**src/rtl/assert_macros.svh**
```systemverilog
// assertion macros used by the alu rtl file
`ifndef ASSERT_MACROS_SVH
`define ASSERT_MACROS_SVH

// property checked at every rising edge outside reset
`define ASSERT_ALWAYS(label, prop, msg) \
  label: assert property (@(posedge clk) disable iff (!rst_n) (prop)) else $error(msg);

// antecedent at one edge implies consequent at the next edge
`define ASSERT_NEXT(label, ante, cons, msg) \
  label: assert property (@(posedge clk) disable iff (!rst_n) (ante) |=> (cons)) \
    else $error(msg);

`endif

```
**src/rtl/m6502alu_pkg.sv**
```systemverilog
// operation codes and helpers for the 6502 adc and undocumented-op alu
package m6502alu_pkg;

  localparam int unsigned KIND_W = 4;
  localparam int unsigned DATA_W = 8;

  typedef enum logic [KIND_W-1:0] {
    KIND_ADC = 4'd0,
    KIND_ALR = 4'd1,
    KIND_ANC = 4'd2,
    KIND_ARR = 4'd3,
    KIND_AXS = 4'd4,
    KIND_DCP = 4'd5,
    KIND_ISB = 4'd6,
    KIND_LAX = 4'd7,
    KIND_RLA = 4'd8,
    KIND_RRA = 4'd9,
    KIND_SAX = 4'd10,
    KIND_SHX = 4'd11,
    KIND_SHY = 4'd12,
    KIND_SLO = 4'd13,
    KIND_SRE = 4'd14
  } kind_t;

  typedef struct packed {
    logic [DATA_W-1:0] res;
    logic              c;
    logic              v;
  } add_res_t;

  // binary add with carry, 6502 carry and overflow rules
  function automatic add_res_t adc_f(input logic [DATA_W-1:0] a,
                                     input logic [DATA_W-1:0] m,
                                     input logic              cin);
    logic [DATA_W:0] sum;
    add_res_t        r;
    sum   = {1'b0, a} + {1'b0, m} + {{DATA_W{1'b0}}, cin};
    r.res = sum[DATA_W-1:0];
    r.c   = sum[DATA_W];
    r.v   = (m[DATA_W-1] ^ r.res[DATA_W-1]) & (r.res[DATA_W-1] ^ a[DATA_W-1]);
    return r;
  endfunction

endpackage

```
**src/rtl/mos6502_adc_and_illegal_op_alu.sv**
```systemverilog
// 6502 alu slice: adc and the undocumented alr..sre operations, two-stage pipeline
// path: an accepted item passes the input register, then the result register, before out_valid rises
// throughput: one item per cycle while out_stall is low; the combinational alu sits between
//   the input register and the result register
// stall passes back through both stages, so a full pipeline holds two items
// reset: synchronous active-low rst_n clears both stage valid bits; payload not reset
`include "assert_macros.svh"

module mos6502_adc_and_illegal_op_alu import m6502alu_pkg::*; (
  input  logic              clk,
  input  logic              rst_n,
  // input channel
  input  logic              in_valid,
  output logic              in_stall,
  input  logic [KIND_W-1:0] in_kind,
  input  logic [DATA_W-1:0] in_acc_in,
  input  logic [DATA_W-1:0] in_xreg_in,
  input  logic [DATA_W-1:0] in_yreg_in,
  input  logic [DATA_W-1:0] in_mem_byte,
  input  logic [DATA_W-1:0] in_base_high,
  input  logic              in_carry_in,
  input  logic              in_zero_in,
  input  logic              in_negative_in,
  input  logic              in_overflow_in,
  // result channel
  output logic              out_valid,
  input  logic              out_stall,
  output logic [DATA_W-1:0] out_acc_out,
  output logic [DATA_W-1:0] out_xreg_out,
  output logic [DATA_W-1:0] out_write_byte,
  output logic              out_write_enable,
  output logic              out_carry_out,
  output logic              out_zero_out,
  output logic              out_negative_out,
  output logic              out_overflow_out
);

  // input register
  logic              s1_valid_r;
  logic              s1_valid_nxt;
  logic [KIND_W-1:0] s1_kind_r;
  logic [DATA_W-1:0] s1_acc_r;
  logic [DATA_W-1:0] s1_xreg_r;
  logic [DATA_W-1:0] s1_yreg_r;
  logic [DATA_W-1:0] s1_mem_r;
  logic [DATA_W-1:0] s1_base_high_r;
  logic              s1_c_r;
  logic              s1_z_r;
  logic              s1_n_r;
  logic              s1_v_r;

  // stage control: the result stage moves when empty or taken,
  // the input stage moves when empty or the result stage moves
  logic adv_out;
  logic adv_in;

  assign adv_out  = !out_valid || !out_stall;
  assign adv_in   = !s1_valid_r || adv_out;
  assign in_stall = !adv_in;

  assign s1_valid_nxt = adv_in ? in_valid : s1_valid_r;

  always_ff @(posedge clk) begin
    if (!rst_n) begin
      s1_valid_r <= 1'b0;
    end else begin
      s1_valid_r <= s1_valid_nxt;
    end
  end

  always_ff @(posedge clk) begin
    if (adv_in && in_valid) begin
      s1_kind_r      <= in_kind;
      s1_acc_r       <= in_acc_in;
      s1_xreg_r      <= in_xreg_in;
      s1_yreg_r      <= in_yreg_in;
      s1_mem_r       <= in_mem_byte;
      s1_base_high_r <= in_base_high;
      s1_c_r         <= in_carry_in;
      s1_z_r         <= in_zero_in;
      s1_n_r         <= in_negative_in;
      s1_v_r         <= in_overflow_in;
    end
  end

  // alu
  logic [DATA_W-1:0] a_nxt;
  logic [DATA_W-1:0] x_nxt;
  logic [DATA_W-1:0] wb_nxt;
  logic              we_nxt;
  logic              c_nxt;
  logic              z_nxt;
  logic              n_nxt;
  logic              v_nxt;
  logic [DATA_W-1:0] t;
  logic [DATA_W:0]   diff;
  logic [DATA_W-1:0] bh_inc;
  add_res_t          add_r;

  assign bh_inc = s1_base_high_r + {{(DATA_W-1){1'b0}}, 1'b1};

  always_comb begin
    a_nxt  = s1_acc_r;
    x_nxt  = s1_xreg_r;
    wb_nxt = '0;
    we_nxt = 1'b0;
    c_nxt  = s1_c_r;
    z_nxt  = s1_z_r;
    n_nxt  = s1_n_r;
    v_nxt  = s1_v_r;
    t      = '0;
    diff   = '0;
    add_r  = '0;
    case (kind_t'(s1_kind_r))
      KIND_ADC: begin
        add_r = adc_f(s1_acc_r, s1_mem_r, s1_c_r);
        a_nxt = add_r.res;
        c_nxt = add_r.c;
        v_nxt = add_r.v;
        z_nxt = (add_r.res == '0);
        n_nxt = add_r.res[DATA_W-1];
      end
      KIND_ALR: begin
        t     = s1_acc_r & s1_mem_r;
        c_nxt = t[0];
        a_nxt = {1'b0, t[DATA_W-1:1]};
        z_nxt = (t[DATA_W-1:1] == '0);
        n_nxt = 1'b0;
      end
      KIND_ANC: begin
        t     = s1_acc_r & s1_mem_r;
        a_nxt = t;
        z_nxt = (t == '0);
        n_nxt = t[DATA_W-1];
        c_nxt = t[DATA_W-1];
      end
      KIND_ARR: begin
        // rotate right through the old carry, then c and v from bits 6 and 5
        t     = s1_acc_r & s1_mem_r;
        a_nxt = {s1_c_r, t[DATA_W-1:1]};
        z_nxt = ({s1_c_r, t[DATA_W-1:1]} == '0);
        n_nxt = s1_c_r;
        c_nxt = t[DATA_W-1];
        v_nxt = t[DATA_W-1] ^ t[DATA_W-2];
      end
      KIND_AXS: begin
        t     = s1_acc_r & s1_xreg_r;
        diff  = {1'b0, t} - {1'b0, s1_mem_r};
        c_nxt = !diff[DATA_W];
        x_nxt = diff[DATA_W-1:0];
        z_nxt = (diff[DATA_W-1:0] == '0);
        n_nxt = diff[DATA_W-1];
      end
      KIND_DCP: begin
        t      = s1_mem_r - {{(DATA_W-1){1'b0}}, 1'b1};
        wb_nxt = t;
        we_nxt = 1'b1;
        diff   = {1'b0, s1_acc_r} - {1'b0, t};
        c_nxt  = !diff[DATA_W];
        z_nxt  = (diff[DATA_W-1:0] == '0);
        n_nxt  = diff[DATA_W-1];
      end
      KIND_ISB: begin
        t      = s1_mem_r + {{(DATA_W-1){1'b0}}, 1'b1};
        wb_nxt = t;
        we_nxt = 1'b1;
        add_r  = adc_f(s1_acc_r, ~t, s1_c_r);
        a_nxt  = add_r.res;
        c_nxt  = add_r.c;
        v_nxt  = add_r.v;
        z_nxt  = (add_r.res == '0);
        n_nxt  = add_r.res[DATA_W-1];
      end
      KIND_LAX: begin
        a_nxt = s1_mem_r;
        x_nxt = s1_mem_r;
        z_nxt = (s1_mem_r == '0);
        n_nxt = s1_mem_r[DATA_W-1];
      end
      KIND_RLA: begin
        t      = {s1_mem_r[DATA_W-2:0], s1_c_r};
        c_nxt  = s1_mem_r[DATA_W-1];
        wb_nxt = t;
        we_nxt = 1'b1;
        a_nxt  = s1_acc_r & t;
        z_nxt  = ((s1_acc_r & t) == '0);
        n_nxt  = s1_acc_r[DATA_W-1] & t[DATA_W-1];
      end
      KIND_RRA: begin
        // the add takes the carry shifted out by the rotate
        t      = {s1_c_r, s1_mem_r[DATA_W-1:1]};
        wb_nxt = t;
        we_nxt = 1'b1;
        add_r  = adc_f(s1_acc_r, t, s1_mem_r[0]);
        a_nxt  = add_r.res;
        c_nxt  = add_r.c;
        v_nxt  = add_r.v;
        z_nxt  = (add_r.res == '0);
        n_nxt  = add_r.res[DATA_W-1];
      end
      KIND_SAX: begin
        wb_nxt = s1_acc_r & s1_xreg_r;
        we_nxt = 1'b1;
      end
      KIND_SHX: begin
        wb_nxt = s1_xreg_r & bh_inc;
        we_nxt = 1'b1;
      end
      KIND_SHY: begin
        wb_nxt = s1_yreg_r & bh_inc;
        we_nxt = 1'b1;
      end
      KIND_SLO: begin
        t      = {s1_mem_r[DATA_W-2:0], 1'b0};
        c_nxt  = s1_mem_r[DATA_W-1];
        wb_nxt = t;
        we_nxt = 1'b1;
        a_nxt  = s1_acc_r | t;
        z_nxt  = ((s1_acc_r | t) == '0);
        n_nxt  = s1_acc_r[DATA_W-1] | t[DATA_W-1];
      end
      KIND_SRE: begin
        t      = {1'b0, s1_mem_r[DATA_W-1:1]};
        c_nxt  = s1_mem_r[0];
        wb_nxt = t;
        we_nxt = 1'b1;
        a_nxt  = s1_acc_r ^ t;
        z_nxt  = ((s1_acc_r ^ t) == '0);
        n_nxt  = s1_acc_r[DATA_W-1];
      end
      default: begin
        // unused code: everything passes through, no write
      end
    endcase
  end

  // result register
  logic              out_valid_r;
  logic              out_valid_nxt;
  logic [DATA_W-1:0] out_acc_r;
  logic [DATA_W-1:0] out_xreg_r;
  logic [DATA_W-1:0] out_wb_r;
  logic              out_we_r;
  logic              out_c_r;
  logic              out_z_r;
  logic              out_n_r;
  logic              out_v_r;

  assign out_valid_nxt = adv_out ? s1_valid_r : out_valid_r;

  always_ff @(posedge clk) begin
    if (!rst_n) begin
      out_valid_r <= 1'b0;
    end else begin
      out_valid_r <= out_valid_nxt;
    end
  end

  always_ff @(posedge clk) begin
    if (adv_out && s1_valid_r) begin
      out_acc_r  <= a_nxt;
      out_xreg_r <= x_nxt;
      out_wb_r   <= wb_nxt;
      out_we_r   <= we_nxt;
      out_c_r    <= c_nxt;
      out_z_r    <= z_nxt;
      out_n_r    <= n_nxt;
      out_v_r    <= v_nxt;
    end
  end

  assign out_valid        = out_valid_r;
  assign out_acc_out      = out_acc_r;
  assign out_xreg_out     = out_xreg_r;
  assign out_write_byte   = out_wb_r;
  assign out_write_enable = out_we_r;
  assign out_carry_out    = out_c_r;
  assign out_zero_out     = out_z_r;
  assign out_negative_out = out_n_r;
  assign out_overflow_out = out_v_r;

  // checks on the pipeline control
  `ASSERT_ALWAYS(a_stall_only_full, !in_stall || (s1_valid_r && out_valid_r && out_stall), "input stalled while pipeline has room")
  `ASSERT_NEXT(a_in_lands, in_valid && !in_stall, s1_valid_r, "accepted item lost at input stage")
  `ASSERT_NEXT(a_s1_moves, s1_valid_r && (!out_valid_r || !out_stall), out_valid_r, "item lost between stages")
  `ASSERT_ALWAYS(a_no_write_zero, !out_valid_r || out_we_r || (out_wb_r == '0), "write byte nonzero without write enable")

endmodule

```
**config.mk**
```make
export PLATFORM = sky130hd
export DESIGN_NAME = mos6502_adc_and_illegal_op_alu
export DESIGN_NICKNAME = d
export VERILOG_FILES = /design/src/rtl/m6502alu_pkg.sv /design/src/rtl/mos6502_adc_and_illegal_op_alu.sv
export VERILOG_INCLUDE_DIRS = /design/src /design/src/rtl
export SDC_FILE = /design/constraint.sdc
export NUM_CORES = 1
export LEC_CHECK = 0
export BUFFER_PORTS_ARGS = -buffer_cell sky130_fd_sc_hd__buf_2
export CORE_MARGIN = 4
export CORE_UTILIZATION = 65
export CTS_BUF_LIST = sky130_fd_sc_hd__clkbuf_2
export CTS_CLUSTER_SIZE = 16
export DETAILED_ROUTE_END_ITERATION = 10
export PLACE_DENSITY_LB_ADDON = 0.25
export SLEW_MARGIN = 20
export SYNTH_ARGS = -nofsm -noshare
export SYNTH_HDL_FRONTEND = slang
export SYNTH_SLANG_ARGS = --single-unit
```
**constraint.sdc**
```tcl
create_clock -name clk -period 5.6 [get_ports clk]
set_input_delay 0.28 -clock clk [delete_from_list [all_inputs] [get_ports clk]]
set_output_delay 0.28 -clock clk [all_outputs]
set_load 0.01 [all_outputs]
```
== Word level (Yosys, flattened, before mapping) ==
Cells that the tools add are included.

* Flip-flop bits (word level): 79
* Output and inout port bits: 31
* Logic and storage cells: 99

* Add/subtract/negate cells: 11
* Equal/unequal tests: 14
* Multiplexer cells: 8
* Bitwise gates (word level): 20
* Reductions and logical operators: 26

{| class="wikitable"
|+ Operator list
! operator !! count
|-
| 8-bit zero test || 11
|-
| 8-bit one-hot mux with 10 select lines || 1
|-
| 8-bit one-hot mux with 9 select lines || 1
|-
| 8-bit bitwise AND || 5
|-
| 4-bit equality test, second input constant || 7
|-
| 8-bit by 8-bit adder with 9-bit output || 3
|-
| 9-bit by 1-bit adder with 9-bit output || 3
|-
| 1-bit one-hot mux with 12 select lines || 2
|-
| 8-bit by 8-bit subtractor with 9-bit output || 2
|-
| 8-bit by 1-bit adder with 8-bit output, second input constant || 2
|-
| 4-bit by 3-bit equality test with 1-bit output, second input constant || 4
|-
| 8-bit one-hot mux with 2 select lines || 1
|-
| 1-bit one-hot mux with 9 select lines || 1
|-
| 9-bit OR reduction || 1
|-
| 4-bit by 2-bit equality test with 1-bit output, second input constant || 2
|-
| 8-bit inverter || 1
|-
| 8-bit bitwise OR || 1
|-
| 8-bit by 1-bit subtractor with 8-bit output, second input constant || 1
|-
| 8-bit by 7-bit bitwise XOR with 8-bit output || 1
|-
| 7-bit zero test || 1
|-
| 1-bit bitwise XOR || 7
|-
| 1-bit zero test || 6
|-
| 1-bit bitwise AND || 4
|-
| 4-bit by 1-bit equality test with 1-bit output, second input constant || 1
|-
| 7 further kinds || 10
|}

== Depth between registers and ports, before layout ==
Gate-level depths: netlist of run 1.

* Depth in word-level cells: 7
* Mapped depth: 14

== Least setup slack after synthesis of run 1 ==
OpenSTA, ideal clock, no wires.

* Path type: register to register
* From: register s1_mem_r[0]
* To: register out_v_r (netlist: out_overflow_out) (data pin)
* Library setup time: 154 ps
* Arrival time: 3,152 ps
* Required time: 5,446 ps
* Setup slack: 2,294 ps
* Cell stages (with the launch flop): 13
* Path buffers: 1
* Clock period less this slack: 3,306 ps
* Cells stage by stage: edfxtp_1 clkbuf_1 inv_1 ha_1 inv_1 ha_1 a211o_1 a211oi_2 o21bai_1 a21oi_2 xor2_1 or4_1 a41oi_2

* Longest elaborated chain between the ends: 7

{| class="wikitable"
|+ Ends and longest elaborated chain
! element !! RTL line !! source
|-
| from (decl) || mos6502_adc_and_illegal_op_alu.sv:45 || <nowiki>logic [DATA_W-1:0] s1_mem_r;</nowiki>
|-
| from (signal assigned) || mos6502_adc_and_illegal_op_alu.sv:77 || <nowiki>s1_mem_r <= in_mem_byte;</nowiki>
|-
| 8-bit by 1-bit adder with 8-bit output || mos6502_adc_and_illegal_op_alu.sv:164 || <nowiki>t = s1_mem_r + {{(DATA_W-1){1'b0}}, 1'b1};</nowiki>
|-
| 8-bit inverter || mos6502_adc_and_illegal_op_alu.sv:167 || <nowiki>add_r = adc_f(s1_acc_r, ~t, s1_c_r);</nowiki>
|-
| 8-bit by 8-bit adder with 9-bit output || m6502alu_pkg.sv:37 || <nowiki>sum = {1'b0, a} + {1'b0, m} + {{DATA_W{1'b0}}, cin};</nowiki>
|-
| 9-bit by 1-bit adder with 9-bit output || m6502alu_pkg.sv:37 ||
|-
| 1-bit bitwise XOR || m6502alu_pkg.sv:40 || <nowiki>r.v = (m[DATA_W-1] ^ r.res[DATA_W-1]) & (r.res[DATA_W-1] ^ a[DATA_W-1]);</nowiki>
|-
| 1-bit bitwise AND || m6502alu_pkg.sv:40 ||
|-
| 1-bit one-hot mux with 4 select lines * || mos6502_adc_and_illegal_op_alu.sv:114 || <nowiki>case (kind_t'(s1_kind_r))</nowiki>
|-
| net v_nxt || mos6502_adc_and_illegal_op_alu.sv:94 || <nowiki>logic v_nxt;</nowiki>
|-
| to (signal assigned) || mos6502_adc_and_illegal_op_alu.sv:268 || <nowiki>out_v_r <= v_nxt;</nowiki>
|-
| to (decl) || mos6502_adc_and_illegal_op_alu.sv:247 || <nowiki>logic out_v_r;</nowiki>
|}

Mark *: on every way through the listed nets, which the timed path passes. The rest lies on a longest branch.
A chain may end at the register's enable or synchronous reset.

== Worst setup path in the final report of run 1 ==
* From: register s1_mem_r[1]
* To: register out_v_r (netlist: out_overflow_out) (data pin)

Same word-level chain as after synthesis.

==> results of run 1 <==
==> where the power goes <==
part / internal [mW] / switching [mW] / total, mW
clock network: 0.0643 / 0.250 / 0.314
logic: 0.202 / 0.279 / 0.481
registers: 0.694 / 0.0575 / 0.752
==> registers in the layout (all words and copies together) (netlist names), 4 cells and up <==
signal          flops
s1_yreg_r           8
s1_mem_r            8
s1_xreg_r           8
s1_acc_r            8
s1_kind_r           4
out_write_byte      8
out_xreg_out        8
out_acc_out         8
s1_base_high_r      8
==> worst reg2reg max path, delay by kind of cell, from the launching register on <==
| kind | cells | cell delay [ns] |
|---|---|---|
| xor+xnor | 1 | 0.13 |
| compound gates | 5 | 1.08 |
| simple gates | 1 | 0.43 |
| buf+inv | 2 | 0.42 |
| fa+ha+maj | 2 | 0.77 |
| flops | 1 | 0.78 |
==> through the flow <==
step	setup slack [ns]	hold slack [ns]	std cells
after global placement	2.12	0.456	832
after global routing	1.62	0.386	899
final	1.84	0.360	899
after floorplan	2.29	0.379	644
after detailed placement	2.01	0.458	832
after CTS	1.94	0.372	899
==> layer usage <==
metal / wire (um) / track usage [%]
met2: 9570 / 62.2
met3: 3290 / 13.4
met4: 1230 / 19.7
met1: 7760 / 50.2
met5: 0 / 0
==> cell families after synthesis <==
family | Yosys count | synth area share (%)
compound gates | 212 | 23.9
xor+xnor | 36 | 5.09
fa+ha+maj | 51 | 11.2
buf+inv | 52 | 3.62
flops | 79 | 38.0
mux | 1 | 0.162
simple gates | 213 | 18.1
==> cells in the final DEF, fill, tap and decap left out, types with 4 or more instances in the layout <==
| master | netlist | routed |
|---|---|---|
| dlygate4sd3_1 | 0 | 51 |
| nor3_1 | 15 | 15 |
| o21a_1 | 8 | 8 |
| edfxtp_1 | 77 | 77 |
| or4_1 | 4 | 4 |
| nand3_1 | 17 | 17 |
| a21oi_1 | 39 | 39 |
| a221o_1 | 5 | 5 |
| nor2b_1 | 10 | 9 |
| a211oi_1 | 12 | 12 |
| a22o_1 | 7 | 7 |
| nor2_1 | 57 | 57 |
| xor2_1 | 14 | 14 |
| a31oi_1 | 5 | 5 |
| nand2_1 | 46 | 46 |
| buf_2 | 7 | 82 |
| o221ai_1 | 7 | 7 |
| fa_1 | 7 | 7 |
| nand2b_1 | 12 | 12 |
| a221oi_1 | 5 | 5 |
| and2_1 | 8 | 8 |
| o21bai_1 | 5 | 5 |
| and3_1 | 8 | 8 |
| a21o_1 | 5 | 5 |
| inv_1 | 25 | 25 |
| a32oi_1 | 4 | 4 |
| o21ai_0 | 41 | 41 |
| nor4_1 | 9 | 9 |
| o31a_1 | 5 | 5 |
| clkbuf_2 | 1 | 9 |
| o22ai_1 | 9 | 9 |
| o2111ai_1 | 5 | 5 |
| a22oi_1 | 21 | 21 |
| ha_1 | 44 | 44 |
| xnor2_1 | 22 | 22 |
==> worst max-delay path by stage <==
stage,start,endpoint,depth (start not counted)
6_report,s1_mem_r[1]$_DFFE_PP_,out_overflow_out$_DFFE_PP_,11
5_1_grt,s1_mem_r[1]$_DFFE_PP_,out_overflow_out$_DFFE_PP_,11
4_1_cts,s1_mem_r[1]$_DFFE_PP_,out_overflow_out$_DFFE_PP_,11
3_5_place_dp,s1_mem_r[1]$_DFFE_PP_,out_overflow_out$_DFFE_PP_,11
3_3_place_gp,s1_mem_r[0]$_DFFE_PP_,out_overflow_out$_DFFE_PP_,11
2_1_floorplan,s1_mem_r[0]$_DFFE_PP_,out_overflow_out$_DFFE_PP_,12
==> cell type report <==
cell class	instances	share of cell area, %
clock inverter	7	0.790
sequential	79	32.3
inverter	26	1.34
tap	129	2.22
clock buffer	9	0.619
multi-input combinational	513	49.8
timing repair buffer	136	13.0
==> reports/metrics.cfg, run 1 <==
[sta]
timing.fmax_mhz = 266
slew_headroom_pct = 36.2
finalHoldViolCount = 0
finalSetupViolCount = 0
maxSlewViolCount = 0
period_share_pct = 67.1
setup-tns-final_ns = 0
period_needed_ns = 3.76
skew_ns = 0.0481
worst_slew_pin_slew_ns = 0.957
rsz0062_at_grt = no

[min_path]
whs_path_depth = 2
hold_path_end = s1_xreg_r[0]$_DFFE_PP_
hold_start = in_xreg_in[0]
min_path_type = input port to flip-flop

[finish]
num-fill-cells = 609
area_growth_pct = 17.6
n_antenna_cell = 0
drive_above_1_share_pct = 15.7
fin_util_pct = 78.8
fin_area_mm2 = 0.00728
multi_input_area_mm2 = 0.00362
seq_area_mm2 = 0.00235
nets = 868

[logic_synthesis]
yosysTopAreaCell = edfxtp_1
synth.top_cell.area_share_pct = 37.4
netlist_top_cells_count = edfxtp_1, nor2_1, nand2_1, ha_1, o21ai_0
synth_edf_count = 77
synth_warnings = 0
syn_inst = 644
post-synth-top-count-cell = edfxtp_1
ys.flop_type = edfxtp_1
ys_seq_area_share_pct = 38.0
ys_ff_latch = 79
yosys.cell_types.count = 76
syn_nets = 747
synth.cell_area_mm2 = 0.00619
synth_async_sr_flop_share_pct = 0
avgSynthCellArea_um2 = 9.61
synthTopCellsByArea = edfxtp_1, ha_1, nor2_1, o21ai_0, a21oi_1

[clock_network]
clock_path_buffers = 2
cts_setup_buffers = 0
hold_buffers = 51
h-tree-depth = 3
cts_buffers = 9
cts_tree = done
clkTransAtPathRegs_ns = 0.29
cts.repair.resized = 0
cts_root_buf = clkbuf_2
clk_latency_ns = 0.60
cts.sinks = 79

[routing]
avgViaCountPerCell = 7.01
drt-pass1-iter-count = 8
drt-total-wl_um = 21900
route.detailed.drc = 0
drtIter0Drc = 993
drtAntennaViolNets = 0
vias = 6305
wire_per_inst_um = 24.3

[run_status]
status = finished clean

[critical_path]
r2r_start = s1_mem_r[1]$_DFFE_PP_
cpPeakStageDelay_ns = 0.78
worstSetupPathType = flip-flop to flip-flop
cp-end-kind = flip-flop
rr_worst_depth = 11
cp.arrival_ns = 4.20
crit-reg2reg-capture = out_overflow_out$_DFFE_PP_
crit_required_ns = 6.05
critical-path-top-delay-family = compound AO/OA/AOI/OAI gates
r2r_slack_ns = 1.84
crit_fanout = 15
slowest_stage = edfxtp_1
worst_setup_path_start_kind = flip-flop
crit_chain = inv_1, ha_1, inv_1, ha_1, a211o_1, a211oi_2, o21bai_1, a21oi_2, xor2_1, or4_1, a41oi_2
worst-path-buf-inv = 2

[global_route]
antenna_found_initial = 0
grt_pass1_wl_um = 34200
grt_max_degree = 49
grt_pass1_vias = 6363
grt-ovfl-total = 0
track_usage_pct = 40.0

[power]
pwr_density_cell_mw_per_mm2 = 212
p_leak_nw = 2.86
ir_drop_v = 0.000160
p_total_mw = 1.55

[run]
max-cap-violations = 0

[die]
die_width_um = 106
core-area_mm2 = 0.00924
die_area_mm2 = 0.0111
num_io_pins = 83
start_util_pct = 67.0
die_y_um = 106
rows = 35

[place]
placement.io_buffers = 82
placed_cell_area_mm2 = 0.00667
dp_hpwl_um = 14700
gp_routability_congestion = 1.09

(Power assumes the default switching activity.)
==> inputs of run 2 (changes only) <==
--- a/config.mk
+++ b/config.mk
@@ -8,7 +8,7 @@
 export LEC_CHECK = 0
 export BUFFER_PORTS_ARGS = -buffer_cell sky130_fd_sc_hd__buf_2
 export CORE_MARGIN = 4
-export CORE_UTILIZATION = 65
+export CORE_UTILIZATION = 55
 export CTS_BUF_LIST = sky130_fd_sc_hd__clkbuf_2
 export CTS_CLUSTER_SIZE = 16
 export DETAILED_ROUTE_END_ITERATION = 10
==> constraint.sdc (replaced) <==
create_clock -name clk -period 3.3 [get_ports clk]
set_input_delay 0.165 -clock clk [delete_from_list [all_inputs] [get_ports clk]]
set_output_delay 0.165 -clock clk [all_outputs]
set_load 0.01 [all_outputs]
==> run 2 against run 1 <==
Compared with the run above:
- setup slack got worse by 1.7 ns
- hold slack got worse by 0.19 ns
- via count is 1.4% higher
- largest power group unchanged
- die area increased by 17%
- final cell count increased by 4.9%
- global-route usage is 4.4 points lower
- sequential share of layout area shrank 1.4 points
- routed wire length grew 5.0%
- power is 80% higher
==> reports/metrics.cfg, run 2 (synthesis gave the netlist of run 1 again) <==
[run_status]
status = finished clean  ; unchanged

[global_route]
track_usage_pct = 35.6  ; was 40.0%
grt_pass1_vias = 6272  ; was 6363
grt_pass1_wl_um = 34900  ; was 34200 um
grt_max_degree = 49  ; unchanged
antenna_found_initial = 0  ; unchanged
grt-ovfl-total = 0  ; unchanged

[critical_path]
crit_end = out_zero_out$_DFFE_PP_  ; was out_overflow_out$_DFFE_PP_
r2r_start = s1_mem_r[1]$_DFFE_PP_  ; unchanged
cp-end-kind = flip-flop  ; unchanged
crit_fanout = 6  ; was 15
r2r_slack_ns = 0.10  ; was 1.84 ns
crit_required_ns = 3.72  ; was 6.05 ns
worst_setup_path_start_kind = flip-flop  ; unchanged
crit-reg2reg-capture = out_zero_out$_DFFE_PP_  ; was out_overflow_out$_DFFE_PP_
worstSetupPathType = flip-flop to flip-flop  ; unchanged
cp.arrival_ns = 3.62  ; was 4.20 ns
startpoint = s1_mem_r[1]$_DFFE_PP_  ; unchanged
rr_worst_depth = 11  ; unchanged

[min_path]
whs_path_depth = 2  ; unchanged
min_path_type = input port to flip-flop  ; unchanged

[place]
placement.io_buffers = 82  ; unchanged
dp_hpwl_um = 16800  ; was 14700 um
placed_cell_area_mm2 = 0.00694  ; was 0.00667 mm2
gp_routability_congestion = 1.10  ; was 1.09
dp_slack_ns = 0.208  ; was 2.01 ns

[finish]
fin_util_pct = 69.6  ; was 78.8%
area_growth_pct = 22.9  ; was 17.6%
fin_area_mm2 = 0.00761  ; was 0.00728 mm2
mostFrequentLayoutCell = buf_2  ; unchanged
final_cell_mix = buf_2, edfxtp_1, nor2_1, dlygate4sd3_1, nand2_1  ; unchanged
n_antenna_cell = 0  ; unchanged
drive_above_1_share_pct = 19.6  ; was 15.7%
nets = 902  ; was 868

[routing]
drt-total-wl_um = 22900  ; was 21900 um
vias = 6391  ; was 6305
drtIter0Drc = 824  ; was 993
wire_per_inst_um = 24.3  ; about the same
route.detailed.drc = 0  ; unchanged
drt-pass1-iter-count = 7  ; was 8
drtAntennaViolNets = 0  ; unchanged
avgViaCountPerCell = 6.78  ; was 7.01

[sta]
period_needed_ns = 3.20  ; was 3.76 ns
finalHoldViolCount = 0  ; unchanged
finalSetupViolCount = 0  ; unchanged
timing.fmax_mhz = 313  ; was 266 MHz
rsz0062_at_grt = yes  ; was no
period_share_pct = 96.8  ; was 67.1%
final.setup.worst_slack_ns = 0.104  ; was 1.84 ns
worst_slew_pin_slew_ns = 1.10  ; was 0.957 ns
maxSlewViolCount = 0  ; unchanged
slew_headroom_pct = 26.6  ; was 36.2%
skew_ns = 0.0708  ; was 0.0481 ns

[die]
die_width_um = 114  ; was 106 um
rows = 38  ; was 35
die_y_um = 114  ; was 106 um
num_io_pins = 83  ; unchanged
start_util_pct = 56.6  ; was 67.0%
core-area_mm2 = 0.0109  ; was 0.00924 mm2
die_area_mm2 = 0.0130  ; was 0.0111 mm2

[run]
max-cap-violations = 0  ; unchanged

[clock_network]
cts_tree = done  ; unchanged
cts_buffers = 9  ; unchanged
clk_latency_ns = 0.68  ; was 0.60 ns
cts.sinks = 79  ; unchanged
h-tree-depth = 3  ; unchanged
clkTransAtPathRegs_ns = 0.30  ; was 0.29 ns
cts_root_buf = clkbuf_2  ; unchanged
clock_path_buffers = 2  ; unchanged

[power]
pwr_density_cell_mw_per_mm2 = 365  ; was 212 mW/mm2
p_leak_nw = 3.06  ; was 2.86 nW
ir_drop_v = 0.000399  ; was 0.000160 V

-- run 2: cell type report --
cell class | count | area (um2)
clock buffers | 9 | 45.0
clock inverters | 6 | 93.8
fillers | 835 | 3330
inverters | 26 | 97.6
multi-input cells | 513 | 3650
flip-flops and latches | 79 | 2350
well taps | 140 | 175
repair buffers | 170 | 1200
-- run 2: metal layers --
metal | routed length, um | vias up | global-route usage, %
li1 | - | 2796 | -
met1 | 8710 | 2970 | 45.5
met2 | 10100 | 511 | 55.6
met3 | 2850 | 114 | 10.5
met4 | 1310 | 0 | 16.9
met5 | 0 | - | 0
-- run 2: how the worst min path moves through the flow --
stage	from	to
2_1_floorplan	in_acc_in[0]	s1_acc_r[0]$_DFFE_PP_
3_3_place_gp	in_mem_byte[7]	s1_mem_r[7]$_DFFE_PP_
3_5_place_dp	in_base_high[4]	s1_base_high_r[4]$_DFFE_PP_
4_1_cts	in_mem_byte[6]	s1_mem_r[6]$_DFFE_PP_
5_1_grt	in_kind[2]	s1_kind_r[2]$_DFFE_PP_
6_report	in_mem_byte[6]	s1_mem_r[6]$_DFFE_PP_
-- run 2: timing repair --
| action | CTS | global route |
|---|---|---|
| hold buffers | 51 | 0 |
| setup endpoints to repair | 0 | 1 |
| setup buffers | 0 | 1 |
| gates resized for setup | 0 | 3 |
| hold endpoints to repair | 50 | 0 |
-- run 2: power breakdown --
part	internal (mW)	switching (mW)
Clock	0.252	0.393
Sequential	1.18	0.0635
Combinational	0.372	0.520
-- run 2: critical path: stages (launching register included) --
cell      delay [ns]
edfxtp_1        0.54
nor3_1          0.40
nand3_1         0.15
xnor2_1         0.23
ha_1            0.29
or4_1           0.52
o21ai_0         0.08
o21bai_1        0.14
xnor2_1         0.16
nor2_1          0.08
a221oi_1        0.24
a21oi_1         0.10
-- run 2: per-stage QoR --
| step | power [mW] | hold slack, ns | std cells | setup TNS (ns) |
|---|---|---|---|---|
| after floorplan | 1.78 | 0.264 | 644 | 0 |
| after global placement | 2.06 | 0.341 | 876 | 0 |
| after detailed placement | 2.06 | 0.343 | 876 | 0 |
| after CTS | 2.74 | 0.173 | 942 | 0 |
| after global routing | 2.88 | 0.206 | 943 | -0.0138 |
| final | 2.78 | 0.173 | 943 | 0 |
==> inputs of run 3 (changes only) <==
--- a/config.mk
+++ b/config.mk
@@ -12,7 +12,10 @@
 export CTS_BUF_LIST = sky130_fd_sc_hd__clkbuf_2
 export CTS_CLUSTER_SIZE = 16
 export DETAILED_ROUTE_END_ITERATION = 10
+export GPL_ROUTABILITY_DRIVEN = 0
 export PLACE_DENSITY_LB_ADDON = 0.25
+export RECOVER_POWER = 50
+export REMOVE_ABC_BUFFERS = 1
 export SLEW_MARGIN = 20
 export SYNTH_ARGS = -nofsm -noshare
 export SYNTH_HDL_FRONTEND = slang
==> run 3 against run 2 <==
Compared with the run above:
- the flow now finishes with violations (capacitance limit, slew limit)
- non-clock buffer count down 14
- sequential power about the same
- critical endpoint unchanged
- largest power group unchanged
- sequential share of layout area up 0.46 points
- largest cell class unchanged
==> reports/metrics.cfg, run 3 (synthesis gave the netlist of run 1 again) <==
[clock_network]
cts_buffers = 9  ; unchanged
cts_root_buf = clkbuf_2  ; unchanged
cts_setup_buffers = 0  ; unchanged
clkTransAtPathRegs_ns = 0.27  ; was 0.30 ns
cts_tree = done  ; unchanged
clock_path_buffers = 2  ; unchanged
h-tree-depth = 3  ; unchanged
cts.sinks = 79  ; unchanged
clk_latency_ns = 0.58  ; was 0.68 ns

[min_path]
min_path_type = input port to flip-flop  ; unchanged
hold_start = in_zero_in  ; was in_mem_byte[6]
whs_path_depth = 2  ; unchanged
hold_path_end = s1_z_r$_DFFE_PP_  ; was s1_mem_r[6]$_DFFE_PP_

[finish]
nets = 888  ; was 902
seq_area_mm2 = 0.00235  ; unchanged
num-fill-cells = 865  ; was 835
drive_above_1_share_pct = 14.3  ; was 19.6%
mostFrequentLayoutCell = edfxtp_1  ; was buf_2
multi_input_area_mm2 = 0.00364  ; was 0.00365 mm2
area_growth_pct = 21.1  ; was 22.9%
n_antenna_cell = 0  ; unchanged
fin_util_pct = 68.6  ; was 69.6%
final_cell_mix = edfxtp_1, nor2_1, dlygate4sd3_1, buf_2, nand2_1  ; was buf_2, edfxtp_1, nor2_1, dlygate4sd3_1, nand2_1

[global_route]
grt_pass1_wl_um = 31500  ; was 34900 um
track_usage_pct = 31.0  ; was 35.6%
grt_pass1_vias = 6007  ; was 6272
antenna_found_initial = 0  ; unchanged
grt-ovfl-total = 0  ; unchanged
grt_max_degree = 49  ; unchanged

[routing]
drt-total-wl_um = 20300  ; was 22900 um
drt-pass1-iter-count = 6  ; was 7
route.detailed.drc = 0  ; unchanged
wire_per_inst_um = 21.8  ; was 24.3 um
drtIter0Drc = 816  ; was 824
drtAntennaViolNets = 0  ; unchanged
vias = 6194  ; was 6391
avgViaCountPerCell = 6.66  ; was 6.78

[critical_path]
cp-end-kind = flip-flop  ; unchanged
r2r_start = s1_mem_r[1]$_DFFE_PP_  ; unchanged
crit-reg2reg-capture = out_zero_out$_DFFE_PP_  ; unchanged
crit_required_ns = 3.68  ; was 3.72 ns
crit_fanout = 4  ; was 6
r2r_slack_ns = 0.17  ; was 0.10 ns
worstSetupPathType = flip-flop to flip-flop  ; unchanged
rr_worst_depth = 13  ; was 11
cp.arrival_ns = 3.50  ; was 3.62 ns
worst_setup_path_start_kind = flip-flop  ; unchanged

[die]
start_util_pct = 56.6  ; unchanged
rows = 38  ; unchanged
num_io_pins = 83  ; unchanged
die_y_um = 114  ; unchanged
die_width_um = 114  ; unchanged
die_area_mm2 = 0.0130  ; unchanged
core-area_mm2 = 0.0109  ; unchanged

[power]
ir_drop_v = 0.000277  ; was 0.000399 V
pwr_density_cell_mw_per_mm2 = 367  ; was 365 mW/mm2
p_total_mw = 2.75  ; was 2.78 mW
p_leak_nw = 2.91  ; was 3.06 nW

[sta]
period_share_pct = 94.8  ; was 96.8%
worst_slew_pin_slew_ns = 1.85  ; was 1.10 ns
finalSetupViolCount = 0  ; unchanged
slew_headroom_pct = -23.9  ; was 26.6%
maxSlewViolCount = 15  ; was 0
period_needed_ns = 3.13  ; was 3.20 ns
skew_ns = 0.0375  ; was 0.0708 ns
setup-tns-final_ns = 0  ; unchanged
finalHoldViolCount = 0  ; unchanged
timing.fmax_mhz = 320  ; was 313 MHz
rsz0062_at_grt = no  ; was yes

[place]
placement.io_buffers = 82  ; unchanged
dp_hpwl_um = 14300  ; was 16800 um

[run_status]
violations = capacitance limit, slew limit
status = complete, but fails checks  ; was finished clean

[run]
max-cap-violations = 1  ; was 0

-- run 3: worst max-delay path by stage --
stage	start	to	slack, ns
floorplan	s1_mem_r[0]$_DFFE_PP_	out_overflow_out$_DFFE_PP_	0.12
global placement	s1_mem_r[1]$_DFFE_PP_	out_zero_out$_DFFE_PP_	0.27
detailed placement	s1_mem_r[1]$_DFFE_PP_	out_zero_out$_DFFE_PP_	0.20
CTS	s1_mem_r[1]$_DFFE_PP_	out_zero_out$_DFFE_PP_	0.18
global route	s1_mem_r[1]$_DFFE_PP_	out_overflow_out$_DFFE_PP_	0.02
finish	s1_mem_r[1]$_DFFE_PP_	out_zero_out$_DFFE_PP_	0.17
-- run 3: metal layers --
layer / track usage [%] / routed length, um / share of wire (%)
met1: 38.9 / 7640 / 38
met2: 50.7 / 9510 / 47
met3: 6.71 / 2060 / 10
met4: 15.4 / 1110 / 5.5
met5: 0 / 0 / 0
-- run 3: critical path: stages, from the launching register on --
cell and delay (ns):
edfxtp_1 0.50, inv_2 0.13, ha_1 0.19, nand2_1 0.08, nor2_1 0.13, xnor2_1 0.17
ha_1 0.31, or4_1 0.50, o21ai_0 0.07, o21bai_1 0.14, xnor2_1 0.19, nor2_1 0.11
a221oi_1 0.28, a21oi_1 0.11
-- run 3: area by class of cell --
class                   instances  area share (%)
clock buffers                   9           0.601
clock inverters                 7            1.37
inverters                      26            1.30
multi-input cells             513            48.5
flip-flops and latches         79            31.4
well taps                     140            2.34
repair buffers                156            14.5
-- run 3: metrics by stage --
step           setup WS [ns]  cell area [um2]  hold WS (ns)  cells
2_1_floorplan          0.119             6060         0.264    618
5_1_grt               0.0155             7500         0.239    930
3_3_place_gp           0.272             6850         0.341    862
4_1_cts                0.179             7500         0.244    929
6_report               0.172             7500         0.277    930
3_5_place_dp           0.196             6850         0.343    862
-- run 3: what timing repair did --
action                                  in CTS  in global routing
hold buffers                                51                  0
endpoints found under the hold margin       50                  0
resized for setup                            0                  4
endpoints found under the setup margin       0                  1
-- run 3: power by group --
part / total (mW) / internal [mW] / switching (mW)
clock: 0.663 / 0.263 / 0.400
combinational: 0.845 / 0.358 / 0.487
sequential: 1.24 / 1.18 / 0.0626
